`config.mk`:
```
export PLATFORM = sky130hd
export DESIGN_NAME = cubic_false_position_root_core
export DESIGN_NICKNAME = d
export VERILOG_FILES = /design/src/cfpr_pkg.sv /design/src/cfpr_datapath.sv /design/src/cfpr_ctrl.sv /design/src/cubic_false_position_root_core.sv
export SDC_FILE = /design/constraint.sdc
export NUM_CORES = 2
export LEC_CHECK = 0
export BUFFER_PORTS_ARGS = -buffer_cell sky130_fd_sc_hd__buf_2
export CAP_MARGIN = 10
export CORE_AREA = 2 2 384 386
export CTS_BUF_LIST = sky130_fd_sc_hd__clkbuf_4 sky130_fd_sc_hd__clkbuf_8
export CTS_CLUSTER_DIAMETER = 150
export DETAILED_ROUTE_END_ITERATION = 6
export DIE_AREA = 0 0 386 388
export GPL_TIMING_DRIVEN = 0
export PLACE_DENSITY = 0.84
export SYNTH_ARGS = -nofsm -noshare
export SYNTH_HDL_FRONTEND = slang
export SYNTH_SLANG_ARGS = --single-unit
```
`constraint.sdc`:
```
create_clock -name aclk -period 18.8 [get_ports aclk]
set_input_delay 3.76 -clock aclk [delete_from_list [all_inputs] [get_ports aclk]]
set_output_delay 3.76 -clock aclk [all_outputs]
set_load 0.02 [all_outputs]
```
`src/cfpr_pkg.sv`:
```
// Shared types, constants and command codes of the cubic false-position root finder.
package cfpr_pkg;

    localparam int DATA_WIDTH    = 32;
    localparam int FRACTION_BITS = 20;
    localparam int PROD_WIDTH    = 2 * DATA_WIDTH;
    localparam int DIV_STEPS     = PROD_WIDTH;
    localparam int DIV_CNT_WIDTH = $clog2(DIV_STEPS);
    localparam int TOL_WIDTH     = 31;
    localparam int LIMIT_WIDTH   = 8;
    localparam int CFG_IDX_WIDTH = 3;
    localparam int CFG_DATA_WIDTH = 32;

    typedef logic signed [DATA_WIDTH-1:0] data_t;

    localparam logic [CFG_IDX_WIDTH-1:0] REG_COEFF_CUBIC     = 3'd0;
    localparam logic [CFG_IDX_WIDTH-1:0] REG_COEFF_SQUARE    = 3'd1;
    localparam logic [CFG_IDX_WIDTH-1:0] REG_COEFF_LINEAR    = 3'd2;
    localparam logic [CFG_IDX_WIDTH-1:0] REG_COEFF_CONSTANT  = 3'd3;
    localparam logic [CFG_IDX_WIDTH-1:0] REG_TOLERANCE       = 3'd4;
    localparam logic [CFG_IDX_WIDTH-1:0] REG_ITERATION_LIMIT = 3'd5;

    localparam logic [TOL_WIDTH-1:0]   TOL_RESET   = 31'd10;
    localparam logic [LIMIT_WIDTH-1:0] LIMIT_RESET = 8'd64;

    typedef enum logic [1:0] {
        ST_CONVERGED  = 2'd0,
        ST_NO_BRACKET = 2'd1,
        ST_LIMIT      = 2'd2
    } status_t;

    typedef enum logic [3:0] {
        OP_NONE, OP_LOAD, OP_MUL, OP_ADD, OP_SET_F1, OP_SET_F2, OP_CMUL1,
        OP_CMUL2, OP_NUM, OP_DIV, OP_QUOT, OP_UPDATE, OP_RESULT
    } dp_op_t;

    typedef enum logic [1:0] {
        COEF_SQUARE, COEF_LINEAR, COEF_CONSTANT
    } coef_sel_t;

    typedef enum logic [1:0] {
        PH_END1, PH_END2, PH_ITER
    } phase_t;

    typedef enum logic [3:0] {
        S_IDLE, S_MUL, S_ADD, S_SET_F1, S_SET_F2, S_BRACKET, S_CMUL1, S_CMUL2,
        S_NUM, S_DIV, S_QUOT, S_UPDATE, S_DONE
    } state_t;

    typedef struct packed {
        dp_op_t    op;
        coef_sel_t coef;
        logic      zero_root;
    } dp_cmd_t;

    typedef struct packed {
        logic no_bracket;
        logic converged;
    } dp_status_t;

endpackage

```
`src/cfpr_datapath.sv`:
```
// Datapath: coefficient registers, shared multiplier, Horner adder and restoring divider.
module cfpr_datapath (
    input  logic                                   aclk,
    input  logic                                   aresetn,
    input  logic                                   cfg_we,
    input  logic [cfpr_pkg::CFG_IDX_WIDTH-1:0]     cfg_index,
    input  logic [cfpr_pkg::CFG_DATA_WIDTH-1:0]    cfg_data,
    input  cfpr_pkg::data_t                        lower_bound,
    input  cfpr_pkg::data_t                        upper_bound,
    input  cfpr_pkg::dp_cmd_t                      cmd,
    output cfpr_pkg::dp_status_t                   status,
    output cfpr_pkg::data_t                        root
);
    import cfpr_pkg::*;

    localparam int SHR_WIDTH = PROD_WIDTH - FRACTION_BITS;

    localparam data_t DMAX = {1'b0, {(DATA_WIDTH-1){1'b1}}};
    localparam data_t DMIN = {1'b1, {(DATA_WIDTH-1){1'b0}}};

    data_t c3_reg, c2_reg, c1_reg, c0_reg;
    logic [TOL_WIDTH-1:0] tol_reg;
    data_t x1_reg, x2_reg, f1_reg, f2_reg, x_reg, acc_reg, root_reg;
    logic [PROD_WIDTH-1:0] prod_reg, p_reg, nq_reg;
    logic mneg_reg, pn_reg, qn_reg, qneg_reg;
    logic [DATA_WIDTH:0] rem_reg, dm_reg;

    logic [DATA_WIDTH-1:0] mul_a, mul_b;
    logic [PROD_WIDTH-1:0] mul_p;
    logic [SHR_WIDTH-1:0]  shifted, mlim;
    data_t fm, coef, fa, qs;
    logic [DATA_WIDTH:0] sum;
    logic [PROD_WIDTH-1:0] num, qlim;
    logic nn, dn;
    logic [DATA_WIDTH:0] dm;
    logic [DATA_WIDTH+1:0] trial;
    logic ge;
    logic repl1;

    function automatic logic [DATA_WIDTH-1:0] mag(input data_t v);
        mag = v[DATA_WIDTH-1] ? DATA_WIDTH'(-v) : DATA_WIDTH'(v);
    endfunction

    always_comb begin
        case (cmd.op)
            OP_CMUL1: begin
                mul_a = mag(x1_reg);
                mul_b = mag(f2_reg);
            end
            OP_CMUL2: begin
                mul_a = mag(x2_reg);
                mul_b = mag(f1_reg);
            end
            default: begin
                mul_a = mag(acc_reg);
                mul_b = mag(x_reg);
            end
        endcase
    end

    assign mul_p = PROD_WIDTH'(mul_a) * PROD_WIDTH'(mul_b);

    always_comb begin
        shifted = prod_reg[PROD_WIDTH-1:FRACTION_BITS];
        mlim = mneg_reg ? (SHR_WIDTH'(1) << (DATA_WIDTH-1))
                        : SHR_WIDTH'(DMAX);
        if (shifted > mlim) begin
            fm = mneg_reg ? DMIN : DMAX;
        end else if (mneg_reg) begin
            fm = -data_t'(shifted[DATA_WIDTH-1:0]);
        end else begin
            fm = data_t'(shifted[DATA_WIDTH-1:0]);
        end
        case (cmd.coef)
            COEF_SQUARE:   coef = c2_reg;
            COEF_LINEAR:   coef = c1_reg;
            COEF_CONSTANT: coef = c0_reg;
            default:       coef = c0_reg;
        endcase
        sum = {fm[DATA_WIDTH-1], fm} + {coef[DATA_WIDTH-1], coef};
        if (sum[DATA_WIDTH] != sum[DATA_WIDTH-1]) begin
            fa = sum[DATA_WIDTH] ? DMIN : DMAX;
        end else begin
            fa = sum[DATA_WIDTH-1:0];
        end
    end

    always_comb begin
        if (pn_reg != qn_reg) begin
            num = p_reg + prod_reg;
            nn  = pn_reg;
        end else if (p_reg >= prod_reg) begin
            num = p_reg - prod_reg;
            nn  = pn_reg;
        end else begin
            num = prod_reg - p_reg;
            nn  = !pn_reg;
        end
        if (f2_reg >= f1_reg) begin
            dm = {f2_reg[DATA_WIDTH-1], f2_reg} - {f1_reg[DATA_WIDTH-1], f1_reg};
            dn = 1'b0;
        end else begin
            dm = {f1_reg[DATA_WIDTH-1], f1_reg} - {f2_reg[DATA_WIDTH-1], f2_reg};
            dn = 1'b1;
        end
        trial = {rem_reg, nq_reg[PROD_WIDTH-1]};
        ge = trial >= {1'b0, dm_reg};
        qlim = qneg_reg ? (PROD_WIDTH'(1) << (DATA_WIDTH-1)) : PROD_WIDTH'(DMAX);
        if (nq_reg > qlim) begin
            qs = qneg_reg ? DMIN : DMAX;
        end else if (qneg_reg) begin
            qs = -data_t'(nq_reg[DATA_WIDTH-1:0]);
        end else begin
            qs = data_t'(nq_reg[DATA_WIDTH-1:0]);
        end
        repl1 = (acc_reg > 0 && f1_reg > 0) || (acc_reg < 0 && f1_reg < 0);
    end

    assign status.converged  = mag(acc_reg) < DATA_WIDTH'(tol_reg);
    assign status.no_bracket = !((f1_reg > 0 && f2_reg < 0) || (f1_reg < 0 && f2_reg > 0));
    assign root = root_reg;

    always_ff @(posedge aclk) begin
        if (!aresetn) begin
            c3_reg  <= '0;
            c2_reg  <= '0;
            c1_reg  <= '0;
            c0_reg  <= '0;
            tol_reg <= TOL_RESET;
        end else if (cfg_we) begin
            case (cfg_index)
                REG_COEFF_CUBIC:    c3_reg  <= data_t'(cfg_data);
                REG_COEFF_SQUARE:   c2_reg  <= data_t'(cfg_data);
                REG_COEFF_LINEAR:   c1_reg  <= data_t'(cfg_data);
                REG_COEFF_CONSTANT: c0_reg  <= data_t'(cfg_data);
                REG_TOLERANCE:      tol_reg <= cfg_data[TOL_WIDTH-1:0];
                default: ;
            endcase
        end
    end

    always_ff @(posedge aclk) begin
        case (cmd.op)
            OP_LOAD: begin
                x1_reg  <= lower_bound;
                x2_reg  <= upper_bound;
                x_reg   <= lower_bound;
                acc_reg <= c3_reg;
            end
            OP_MUL: begin
                prod_reg <= mul_p;
                mneg_reg <= acc_reg[DATA_WIDTH-1] ^ x_reg[DATA_WIDTH-1];
            end
            OP_ADD: acc_reg <= fa;
            OP_SET_F1: begin
                f1_reg  <= acc_reg;
                x_reg   <= x2_reg;
                acc_reg <= c3_reg;
            end
            OP_SET_F2: f2_reg <= acc_reg;
            OP_CMUL1: begin
                prod_reg <= mul_p;
                pn_reg   <= x1_reg[DATA_WIDTH-1] ^ f2_reg[DATA_WIDTH-1];
            end
            OP_CMUL2: begin
                p_reg    <= prod_reg;
                prod_reg <= mul_p;
                qn_reg   <= x2_reg[DATA_WIDTH-1] ^ f1_reg[DATA_WIDTH-1];
            end
            OP_NUM: begin
                nq_reg   <= num;
                rem_reg  <= '0;
                dm_reg   <= dm;
                qneg_reg <= nn ^ dn;
            end
            OP_DIV: begin
                rem_reg <= ge ? (DATA_WIDTH+1)'(trial - {1'b0, dm_reg})
                              : trial[DATA_WIDTH:0];
                nq_reg  <= {nq_reg[PROD_WIDTH-2:0], ge};
            end
            OP_QUOT: begin
                x_reg   <= (dm_reg == '0) ? x2_reg : qs;
                acc_reg <= c3_reg;
            end
            OP_UPDATE: begin
                if (repl1) begin
                    x1_reg <= x_reg;
                    f1_reg <= acc_reg;
                end else begin
                    x2_reg <= x_reg;
                    f2_reg <= acc_reg;
                end
            end
            OP_RESULT: root_reg <= cmd.zero_root ? '0 : x_reg;
            default: ;
        endcase
    end

endmodule

```
`src/cfpr_ctrl.sv`:
```
// Controller: sequences evaluations, chord steps and divides, and holds the result handshake.
module cfpr_ctrl (
    input  logic                                   aclk,
    input  logic                                   aresetn,
    input  logic                                   cfg_we,
    input  logic [cfpr_pkg::CFG_IDX_WIDTH-1:0]     cfg_index,
    input  logic [cfpr_pkg::CFG_DATA_WIDTH-1:0]    cfg_data,
    input  logic                                   s_valid,
    output logic                                   s_ready,
    output logic                                   m_valid,
    input  logic                                   m_ready,
    output logic [1:0]                             m_status,
    output logic [cfpr_pkg::LIMIT_WIDTH-1:0]       m_iterations_used,
    output cfpr_pkg::dp_cmd_t                      cmd,
    input  cfpr_pkg::dp_status_t                   status
);
    import cfpr_pkg::*;

    state_t state_reg, state_next;
    phase_t phase_reg, phase_next;
    coef_sel_t coef_reg, coef_next;
    logic [DIV_CNT_WIDTH-1:0] div_cnt_reg, div_cnt_next;
    logic [LIMIT_WIDTH-1:0] n_reg, n_next;
    logic [LIMIT_WIDTH-1:0] limit_reg;
    status_t pend_reg, pend_next;
    logic m_valid_reg, m_valid_next;
    status_t out_status_reg, out_status_next;
    logic [LIMIT_WIDTH-1:0] out_iter_reg, out_iter_next;
    logic [LIMIT_WIDTH:0] n_inc;

    assign s_ready = (state_reg == S_IDLE);
    assign m_valid = m_valid_reg;
    assign m_status = out_status_reg;
    assign m_iterations_used = out_iter_reg;
    assign n_inc = {1'b0, n_reg} + 1'b1;

    always_ff @(posedge aclk) begin
        if (!aresetn) begin
            limit_reg <= LIMIT_RESET;
        end else if (cfg_we && cfg_index == REG_ITERATION_LIMIT) begin
            limit_reg <= cfg_data[LIMIT_WIDTH-1:0];
        end
    end

    always_ff @(posedge aclk) begin
        if (!aresetn) begin
            state_reg      <= S_IDLE;
            phase_reg      <= PH_END1;
            coef_reg       <= COEF_SQUARE;
            div_cnt_reg    <= '0;
            n_reg          <= '0;
            pend_reg       <= ST_CONVERGED;
            m_valid_reg    <= 1'b0;
            out_status_reg <= ST_CONVERGED;
            out_iter_reg   <= '0;
        end else begin
            state_reg      <= state_next;
            phase_reg      <= phase_next;
            coef_reg       <= coef_next;
            div_cnt_reg    <= div_cnt_next;
            n_reg          <= n_next;
            pend_reg       <= pend_next;
            m_valid_reg    <= m_valid_next;
            out_status_reg <= out_status_next;
            out_iter_reg   <= out_iter_next;
        end
    end

    always_comb begin
        state_next      = state_reg;
        phase_next      = phase_reg;
        coef_next       = coef_reg;
        div_cnt_next    = div_cnt_reg;
        n_next          = n_reg;
        pend_next       = pend_reg;
        m_valid_next    = m_valid_reg && !m_ready;
        out_status_next = out_status_reg;
        out_iter_next   = out_iter_reg;
        cmd.op          = OP_NONE;
        cmd.coef        = coef_reg;
        cmd.zero_root   = (pend_reg == ST_NO_BRACKET);
        case (state_reg)
            S_IDLE: begin
                if (s_valid) begin
                    cmd.op     = OP_LOAD;
                    phase_next = PH_END1;
                    coef_next  = COEF_SQUARE;
                    n_next     = '0;
                    state_next = S_MUL;
                end
            end
            S_MUL: begin
                cmd.op     = OP_MUL;
                state_next = S_ADD;
            end
            S_ADD: begin
                cmd.op = OP_ADD;
                if (coef_reg == COEF_CONSTANT) begin
                    coef_next = COEF_SQUARE;
                    case (phase_reg)
                        PH_END1: state_next = S_SET_F1;
                        PH_END2: state_next = S_SET_F2;
                        default: state_next = S_UPDATE;
                    endcase
                end else begin
                    coef_next  = coef_sel_t'(coef_reg + 2'd1);
                    state_next = S_MUL;
                end
            end
            S_SET_F1: begin
                cmd.op     = OP_SET_F1;
                phase_next = PH_END2;
                state_next = S_MUL;
            end
            S_SET_F2: begin
                cmd.op     = OP_SET_F2;
                state_next = S_BRACKET;
            end
            S_BRACKET: begin
                if (status.no_bracket) begin
                    pend_next  = ST_NO_BRACKET;
                    state_next = S_DONE;
                end else begin
                    phase_next = PH_ITER;
                    state_next = S_CMUL1;
                end
            end
            S_CMUL1: begin
                cmd.op     = OP_CMUL1;
                state_next = S_CMUL2;
            end
            S_CMUL2: begin
                cmd.op     = OP_CMUL2;
                state_next = S_NUM;
            end
            S_NUM: begin
                cmd.op       = OP_NUM;
                div_cnt_next = '0;
                state_next   = S_DIV;
            end
            S_DIV: begin
                cmd.op       = OP_DIV;
                div_cnt_next = div_cnt_reg + 1'b1;
                if (div_cnt_reg == DIV_CNT_WIDTH'(DIV_STEPS - 1)) begin
                    state_next = S_QUOT;
                end
            end
            S_QUOT: begin
                cmd.op     = OP_QUOT;
                state_next = S_MUL;
            end
            S_UPDATE: begin
                cmd.op = OP_UPDATE;
                n_next = n_inc[LIMIT_WIDTH-1:0];
                if (status.converged) begin
                    pend_next  = ST_CONVERGED;
                    state_next = S_DONE;
                end else if (n_inc >= {1'b0, limit_reg}) begin
                    pend_next  = ST_LIMIT;
                    state_next = S_DONE;
                end else begin
                    state_next = S_CMUL1;
                end
            end
            S_DONE: begin
                if (!m_valid_reg || m_ready) begin
                    cmd.op          = OP_RESULT;
                    m_valid_next    = 1'b1;
                    out_status_next = pend_reg;
                    out_iter_next   = n_reg;
                    state_next      = S_IDLE;
                end
            end
            default: state_next = S_IDLE;
        endcase
    end

    a_start: assert property (@(posedge aclk) disable iff (!aresetn)
        (s_valid && s_ready) |=> (state_reg == S_MUL && phase_reg == PH_END1))
        else $error("transfer did not start an evaluation");

    a_nobr_iter: assert property (@(posedge aclk) disable iff (!aresetn)
        (m_valid && m_status == ST_NO_BRACKET) |-> (m_iterations_used == '0))
        else $error("no-bracket result with nonzero iteration count");

    a_iter_nonzero: assert property (@(posedge aclk) disable iff (!aresetn)
        (m_valid && m_status != ST_NO_BRACKET) |-> (m_iterations_used != '0))
        else $error("chord result with zero iterations");

    a_div_len: assert property (@(posedge aclk) disable iff (!aresetn)
        (state_reg == S_NUM) |=> (state_reg == S_DIV && div_cnt_reg == '0))
        else $error("divide did not start from step zero");

endmodule

```
`src/cubic_false_position_root_core.sv`:
```
// Top level of the cubic false-position root finder.
// Finds one root of a*x^3+b*x^2+c*x+d (signed Q12.20, saturating) inside the bracket
// given on the s_ channel and returns the last chord crossing (or zero when the ends
// have no sign change), a status and the step count on the m_ channel. One bracket is
// processed at a time. The core takes the bracket, evaluates both ends and checks the
// sign change; each chord step then runs two multiplies, a numerator step, a
// bit-per-cycle restoring divide, a quotient step, a Horner evaluation on the one shared
// 32x32 multiplier and an update step. Returning a result waits until the previous one
// has been taken. Configuration writes are always accepted.
module cubic_false_position_root_core (
    input  logic                                   aclk,
    input  logic                                   aresetn,
    input  logic                                   cfg_valid,
    output logic                                   cfg_ready,
    input  logic [cfpr_pkg::CFG_IDX_WIDTH-1:0]     cfg_index,
    input  logic [cfpr_pkg::CFG_DATA_WIDTH-1:0]    cfg_data,
    input  logic                                   s_valid,
    output logic                                   s_ready,
    input  cfpr_pkg::data_t                        s_lower_bound,
    input  cfpr_pkg::data_t                        s_upper_bound,
    output logic                                   m_valid,
    input  logic                                   m_ready,
    output cfpr_pkg::data_t                        m_root_estimate,
    output logic [1:0]                             m_status,
    output logic [cfpr_pkg::LIMIT_WIDTH-1:0]       m_iterations_used
);
    import cfpr_pkg::*;

    dp_cmd_t    cmd;
    dp_status_t dp_status;
    logic       cfg_we;

    assign cfg_ready = 1'b1;
    assign cfg_we    = cfg_valid && cfg_ready;

    cfpr_ctrl u_ctrl (
        .aclk              (aclk),
        .aresetn           (aresetn),
        .cfg_we            (cfg_we),
        .cfg_index         (cfg_index),
        .cfg_data          (cfg_data),
        .s_valid           (s_valid),
        .s_ready           (s_ready),
        .m_valid           (m_valid),
        .m_ready           (m_ready),
        .m_status          (m_status),
        .m_iterations_used (m_iterations_used),
        .cmd               (cmd),
        .status            (dp_status)
    );

    cfpr_datapath u_datapath (
        .aclk        (aclk),
        .aresetn     (aresetn),
        .cfg_we      (cfg_we),
        .cfg_index   (cfg_index),
        .cfg_data    (cfg_data),
        .lower_bound (s_lower_bound),
        .upper_bound (s_upper_bound),
        .cmd         (cmd),
        .status      (dp_status),
        .root        (m_root_estimate)
    );

endmodule

```
== After elaboration in Yosys (flattened, before gate mapping) ==
Cells that the tools add are included.
Word-level totals
  memories kept: 0
  input port bits: 104
  logic and storage cells: 222
  RAM bits: 0
  register bits: 688
  latch bits: 0
  bits in read-only memories: 0
Operators by class
  reductions and logical operators: 46
  mux-type cells: 65
  bitwise gates (word level): 4
  divide/modulo/power cells: 0
  eq/ne operators: 44
  magnitude comparators: 13
  add/subtract/negate cells: 18
  shift-type cells: 0
  multipliers: 1
Operator list (number)
  2-to-1 mux 32 bit: 21
  case mux 32 bit (2 select lines): 8
  negator 32 bit: 8
  2-to-1 mux 64 bit: 2
  case mux 64 bit (2 select lines): 1
  subtractor 64 bit: 2
  > comparator 32 x 1 -> 1 bit, second input constant: 3
  < comparator 32 x 1 -> 1 bit, second input constant: 3
  case mux 32 bit (3 select lines): 1
  case mux 4 bit (12 select lines): 2
  2-to-1 mux 33 bit: 2
  case mux 33 bit (2 select lines): 1
  subtractor 32 x 32 -> 33 bit: 2
  adder 64 bit: 1
  >= comparator 64 bit: 1
  > comparator 64 bit: 1
  multiplier 32 x 32 -> 64 bit: 1
  > comparator 44 bit: 1
  equality test 4 bit, second input constant: 10
  >= comparator 34 x 33 -> 1 bit: 1
  adder 32 x 32 -> 33 bit: 1
  zero test 33 bit: 1
  subtractor 33 bit: 1
  equality test 4 x 3 -> 1 bit, second input constant: 8
  other kinds (40): 108

== Logic depth before layout (Yosys ltp) ==
  depth in word-level cells: 7
  gate-level depth with buffers: 40

== Cells and area by module ==
Synthesis repeated with hierarchy kept, for this count alone.
Unflattened totals
  cells, all modules: 10216
  area total of the unflattened synthesis: 85988.7 µm²
Modules (own cells, without submodules)
  cfpr_datapath: sequential area each 17777.0 µm², cells each 9919, times used 1, area an instance 83617.7 µm²
  cfpr_ctrl: sequential area each 860.8 µm², cells each 295, times used 1, area an instance 2359.8 µm²
  cubic_false_position_root_core: sequential area each 0.0 µm², cells each 2, times used 1, area an instance 11.3 µm²

== Worst setup path after synthesis ==
Ideal clock, no wire load.
  path kind: in2reg
  start: input s_valid
  end: register u_datapath.prod_reg[61] (data pin)
  slack: 3963 ps
  library setup time: 265 ps
  buffers on the path: 3
  stages on the path: 31
  data arrival time: 14572 ps
  path through: o21bai_1 -> a21oi_1 -> o21ai_0 -> buf_2 -> clkbuf_1 -> nor2_1 -> a41oi_1 -> clkbuf_1 -> nor2_1 -> fa_1 -> fa_1 -> fa_1 -> fa_1 -> fa_1 -> fa_1 -> fa_1 -> inv_1 -> fa_1 -> inv_1 -> ha_1 -> a21o_1 -> a311o_1 -> a211oi_1 -> o21ai_0 -> or3_1 -> o211ai_1 -> o21ai_0 -> a311o_1 -> a21oi_1 -> o21ai_0 -> xor2_1
On the way
  word-level cells in the longest chain between the ends: 5
  elaborated cells between the ends (all ways): 7
  those cells by class: mul (1); eq/ne (2); mux (4)
Ends and longest elaborated chain
  start: declaration: RTL line cubic_false_position_root_core.sv:17  | input logic s_valid,
  2-to-1 mux 1 bit (*): RTL line cfpr_ctrl.sv:84  | if (s_valid) begin
  case mux 4 bit (12 select lines) (*): RTL line cfpr_ctrl.sv:82  | case (state_reg)
  equality test 4 x 3 -> 1 bit: RTL line cfpr_datapath.sv:45  | case (cmd.op)
  case mux 32 bit (2 select lines): RTL line cfpr_datapath.sv:45
  multiplier 32 x 32 -> 64 bit (*): RTL line cfpr_datapath.sv:61  | assign mul_p = PROD_WIDTH'(mul_a) * PROD_WIDTH'(mul_b);
  named net u_datapath.mul_p[61]: RTL line cfpr_datapath.sv:29  | logic [PROD_WIDTH-1:0] mul_p;
  end signal: assignment: RTL line cfpr_datapath.sv:151  | prod_reg <= mul_p;
  end signal: assignment: RTL line cfpr_datapath.sv:162  | prod_reg <= mul_p;
  end signal: assignment: RTL line cfpr_datapath.sv:167  | prod_reg <= mul_p;
  end: declaration: RTL line cfpr_datapath.sv:24  | logic [PROD_WIDTH-1:0] prod_reg, p_reg, nq_reg;
Mark *: on every way through the listed nets, which the timed path passes. The rest lies on a longest branch.
A chain may end at the register's enable or synchronous reset.

== Final worst setup path ==
  start: input s_valid
  end: register u_datapath.prod_reg[62] (data pin)
Same word-level chain as after synthesis.

==> impl_metrics.ini <==
[timing]
finalHoldViolations = 0
fin_crit_sh = 0.893
tightest_slew_ns = 1.52
finalSetupViolCount = 0
max-slew-margin-rel = -0.0252
whs_ns = 0.454
period_needed_ns = 16.79
slew_violations = 3
fin_worst_skew_ns = 0.116
rsz0062_at_grt = false
fmax_ghz = 0.0595

[setup_path]
end_kind = flop
ff2ff_path_depth = 36
rr_startpoint = u_ctrl.state_reg[2]
critical_path_class = input port to flop
cp.arrival_ns = 17.41
r2r_slack_ns = 4.36
slowest_delay_ns = 1.25
slowest_stage = o21ai_1
crit_path_start_kind = input port
cpMostUsedCell = fa_1
crit_family = compound AO/OA/AOI/OAI gates
cp_num_buf_inv = 10
r2r_end = u_datapath.prod_reg[62]
cp.required_ns = 19.42
path_max_fanout = 10

[routing]
vias = 85300
drtAntennaViolNets = 0
avgRoutedWirePerCell_um = 30.2
firstDrtPassIters = 7
post_drt_via_cell_ratio = 6.68
routed_wl_um = 385000
drcViolationCount = 53
first_iter_violations = 12700

[layout]
nNetsFinal = 12400
layout-drive-gt1-share = 0.0538
fin_util = 0.642
n_fill_cell = 12300
area_growth_pct = 7.53
multi_input_area_um2 = 61000
regArea_um2 = 18600

[logic_synthesis]
syn_area_um2 = 86700
post_synth_num_cell_types = 95
syn_avg_cell_area_um2 = 8.33
yosys.area.top_type = fa_1
synth-main-ff-cell = edfxtp_1
synth-seq-area-share = 0.215
async_flop_share = 0
synth_seq_cells = 688
synth-edff-count = 486
synth_cells = 10400
ys_warn_count = 0
synthTopCellsByArea = fa_1 (21%), edfxtp_1 (17%), ha_1 (10%)
syn_nets = 12100
synth_top_area_share = 0.208

[placed_design]
place_congestion = 1.16
numPortBuffers = 146
hpwl_um = 312000

[status]
violations = DRC, capacitance limit, slew limit
outcome = finished, violations left

[clocking]
cts-hold-fix-buffers = 0
cts_resized = 0
cts_tree = built
root_buffer = clkbuf_8
cts.sinks = 688
cts_buffer_depth = 3
cts_setup_buffers = 0
clock_latency_ns = 0.90
htree_levels = 3
cts_buffers = 117
path_clk_slew_ns = 0.07

[floorplan]
die_y_um = 388
coreArea_um2 = 145000
initial_core_util = 0.597
rows = 140
die_w_um = 386
fp.dieArea_um2 = 150000
pin_count = 149

[global_routing]
grt_max_degree = 40
grt_util_all_layers = 0.507
grt_overflow_total = 0
grt_pass1_wl_um = 548000
grt_pass1_vias = 81400
busiest_layer = met2
globalRouteMet1Util = 0.634
use_met3 = 0.216
grt_use_met2 = 0.697
antenna_found_initial = 40

[job]
maxCapViolCount = 2

[worst_hold_path]
hold_path_class = flop to flop
min_to = u_datapath.c2_reg[3]
hp-start = u_datapath.c2_reg[3]
holdPathStages = 2
==> cells in the final DEF, fill, tap and decap left out, types with 32 or more instances in the layout <==
cell type,synthesis,final
o21a_1,85,85
nand2b_1,167,167
o31ai_1,85,84
o21ai_0,600,592
or4_1,32,32
inv_1,1328,1328
buf_2,58,204
nand2_1,1406,1405
xnor2_1,239,238
nand3_1,106,106
xor2_1,143,143
edfxtp_1,486,486
mux2i_1,124,124
clkbuf_4,0,39
ha_1,694,694
o211ai_1,42,42
a21oi_1,856,852
nor4_1,80,80
o21bai_1,74,74
nor3_1,140,139
nand4_1,113,113
a22oi_1,43,43
nor2_1,999,997
clkbuf_8,0,125
clkbuf_1,440,438
a31oi_1,35,35
dfxtp_1,202,202
o41ai_1,34,34
nor2b_1,66,66
or3_1,42,42
and2_1,90,90
fa_1,903,903
a211oi_1,65,64
a21o_1,190,190
==> Yosys cell counts (all sizes together) (190+ instances only) <==
library cell  number
nor2             999
o21ai            635
xnor2            239
inv             1330
ha               694
fa               903
nand2           1406
a21o             190
clkbuf           440
edfxtp           486
a21oi            861
dfxtp            202
==> area by class of cell <==
class / count / area share
multi-input combinational: 7855 / 0.654
sequential: 688 / 0.200
inverter: 1331 / 0.0536
tap: 1917 / 0.0257
buffer: 541 / 0.0236
clock buffer: 162 / 0.0214
timing repair buffer: 188 / 0.0149
clock inverter: 58 / 0.00606
antenna: 30 / 0.000805
==> worst max path at each step <==
stage,start,slack (ns),cells after the start,end
after floorplan,s_valid,3.96,31,u_datapath.prod_reg[61]
after global placement,s_valid,-1.19,33,u_datapath.prod_reg[62]
after detailed placement,s_valid,1.90,36,u_datapath.prod_reg[62]
after CTS,s_valid,2.76,36,u_datapath.prod_reg[62]
after global routing,s_valid,2.09,36,u_datapath.prod_reg[62]
final,s_valid,2.01,36,u_datapath.prod_reg[62]
==> logic make-up (layout without fill, tap and decap cells) <==
family | Yosys count | count (layout) | share of synthesized area
AND/OR/NAND/NOR | 3359 | 3359 | 0.172
multiplexers | 137 | 137 | 0.0160
AO/OA/AOI/OAI | 2378 | 2378 | 0.167
other | 1 | 31 | 0.0000432
flip-flops | 688 | 688 | 0.215
adder cells (fa/ha/maj) | 1597 | 1597 | 0.309
buffers and inverters | 1872 | 2280 | 0.0830
XOR/XNOR | 383 | 383 | 0.0388
==> worst reg2reg max path, delay by kind of cell (launching register included) <==
kind,cells,cell delay (ns)
AOI/OAI and AO/OA,10,4.52
DFF,1,0.34
buffers and inverters,10,3.06
adders and majority gates,9,4.43
xor gates and xnor gates,1,0.29
and+or+nand+nor,6,1.53
==> metal layers <==
metal / wire, µm / share of wire
met2: 153000 / 0.40
met4: 34900 / 0.090
met3: 62400 / 0.16
met5: 319 / 0.00083
met1: 135000 / 0.35
==> per-stage QoR <==
stage	instance area, µm²	setup WS (ns)	cells	TNS (ns)
floorplan	86700	3.96	10400	0
global placement	89900	-1.19	12500	-10.50
detailed placement	90500	1.90	12500	0
CTS	93100	2.76	12700	0
global route	93200	2.09	12800	0
finish	93300	2.01	12800	0
Power is left out: the tool's default activity adds up to more than one toggle a clock period on the data nets, which glitch-free logic cannot reach.
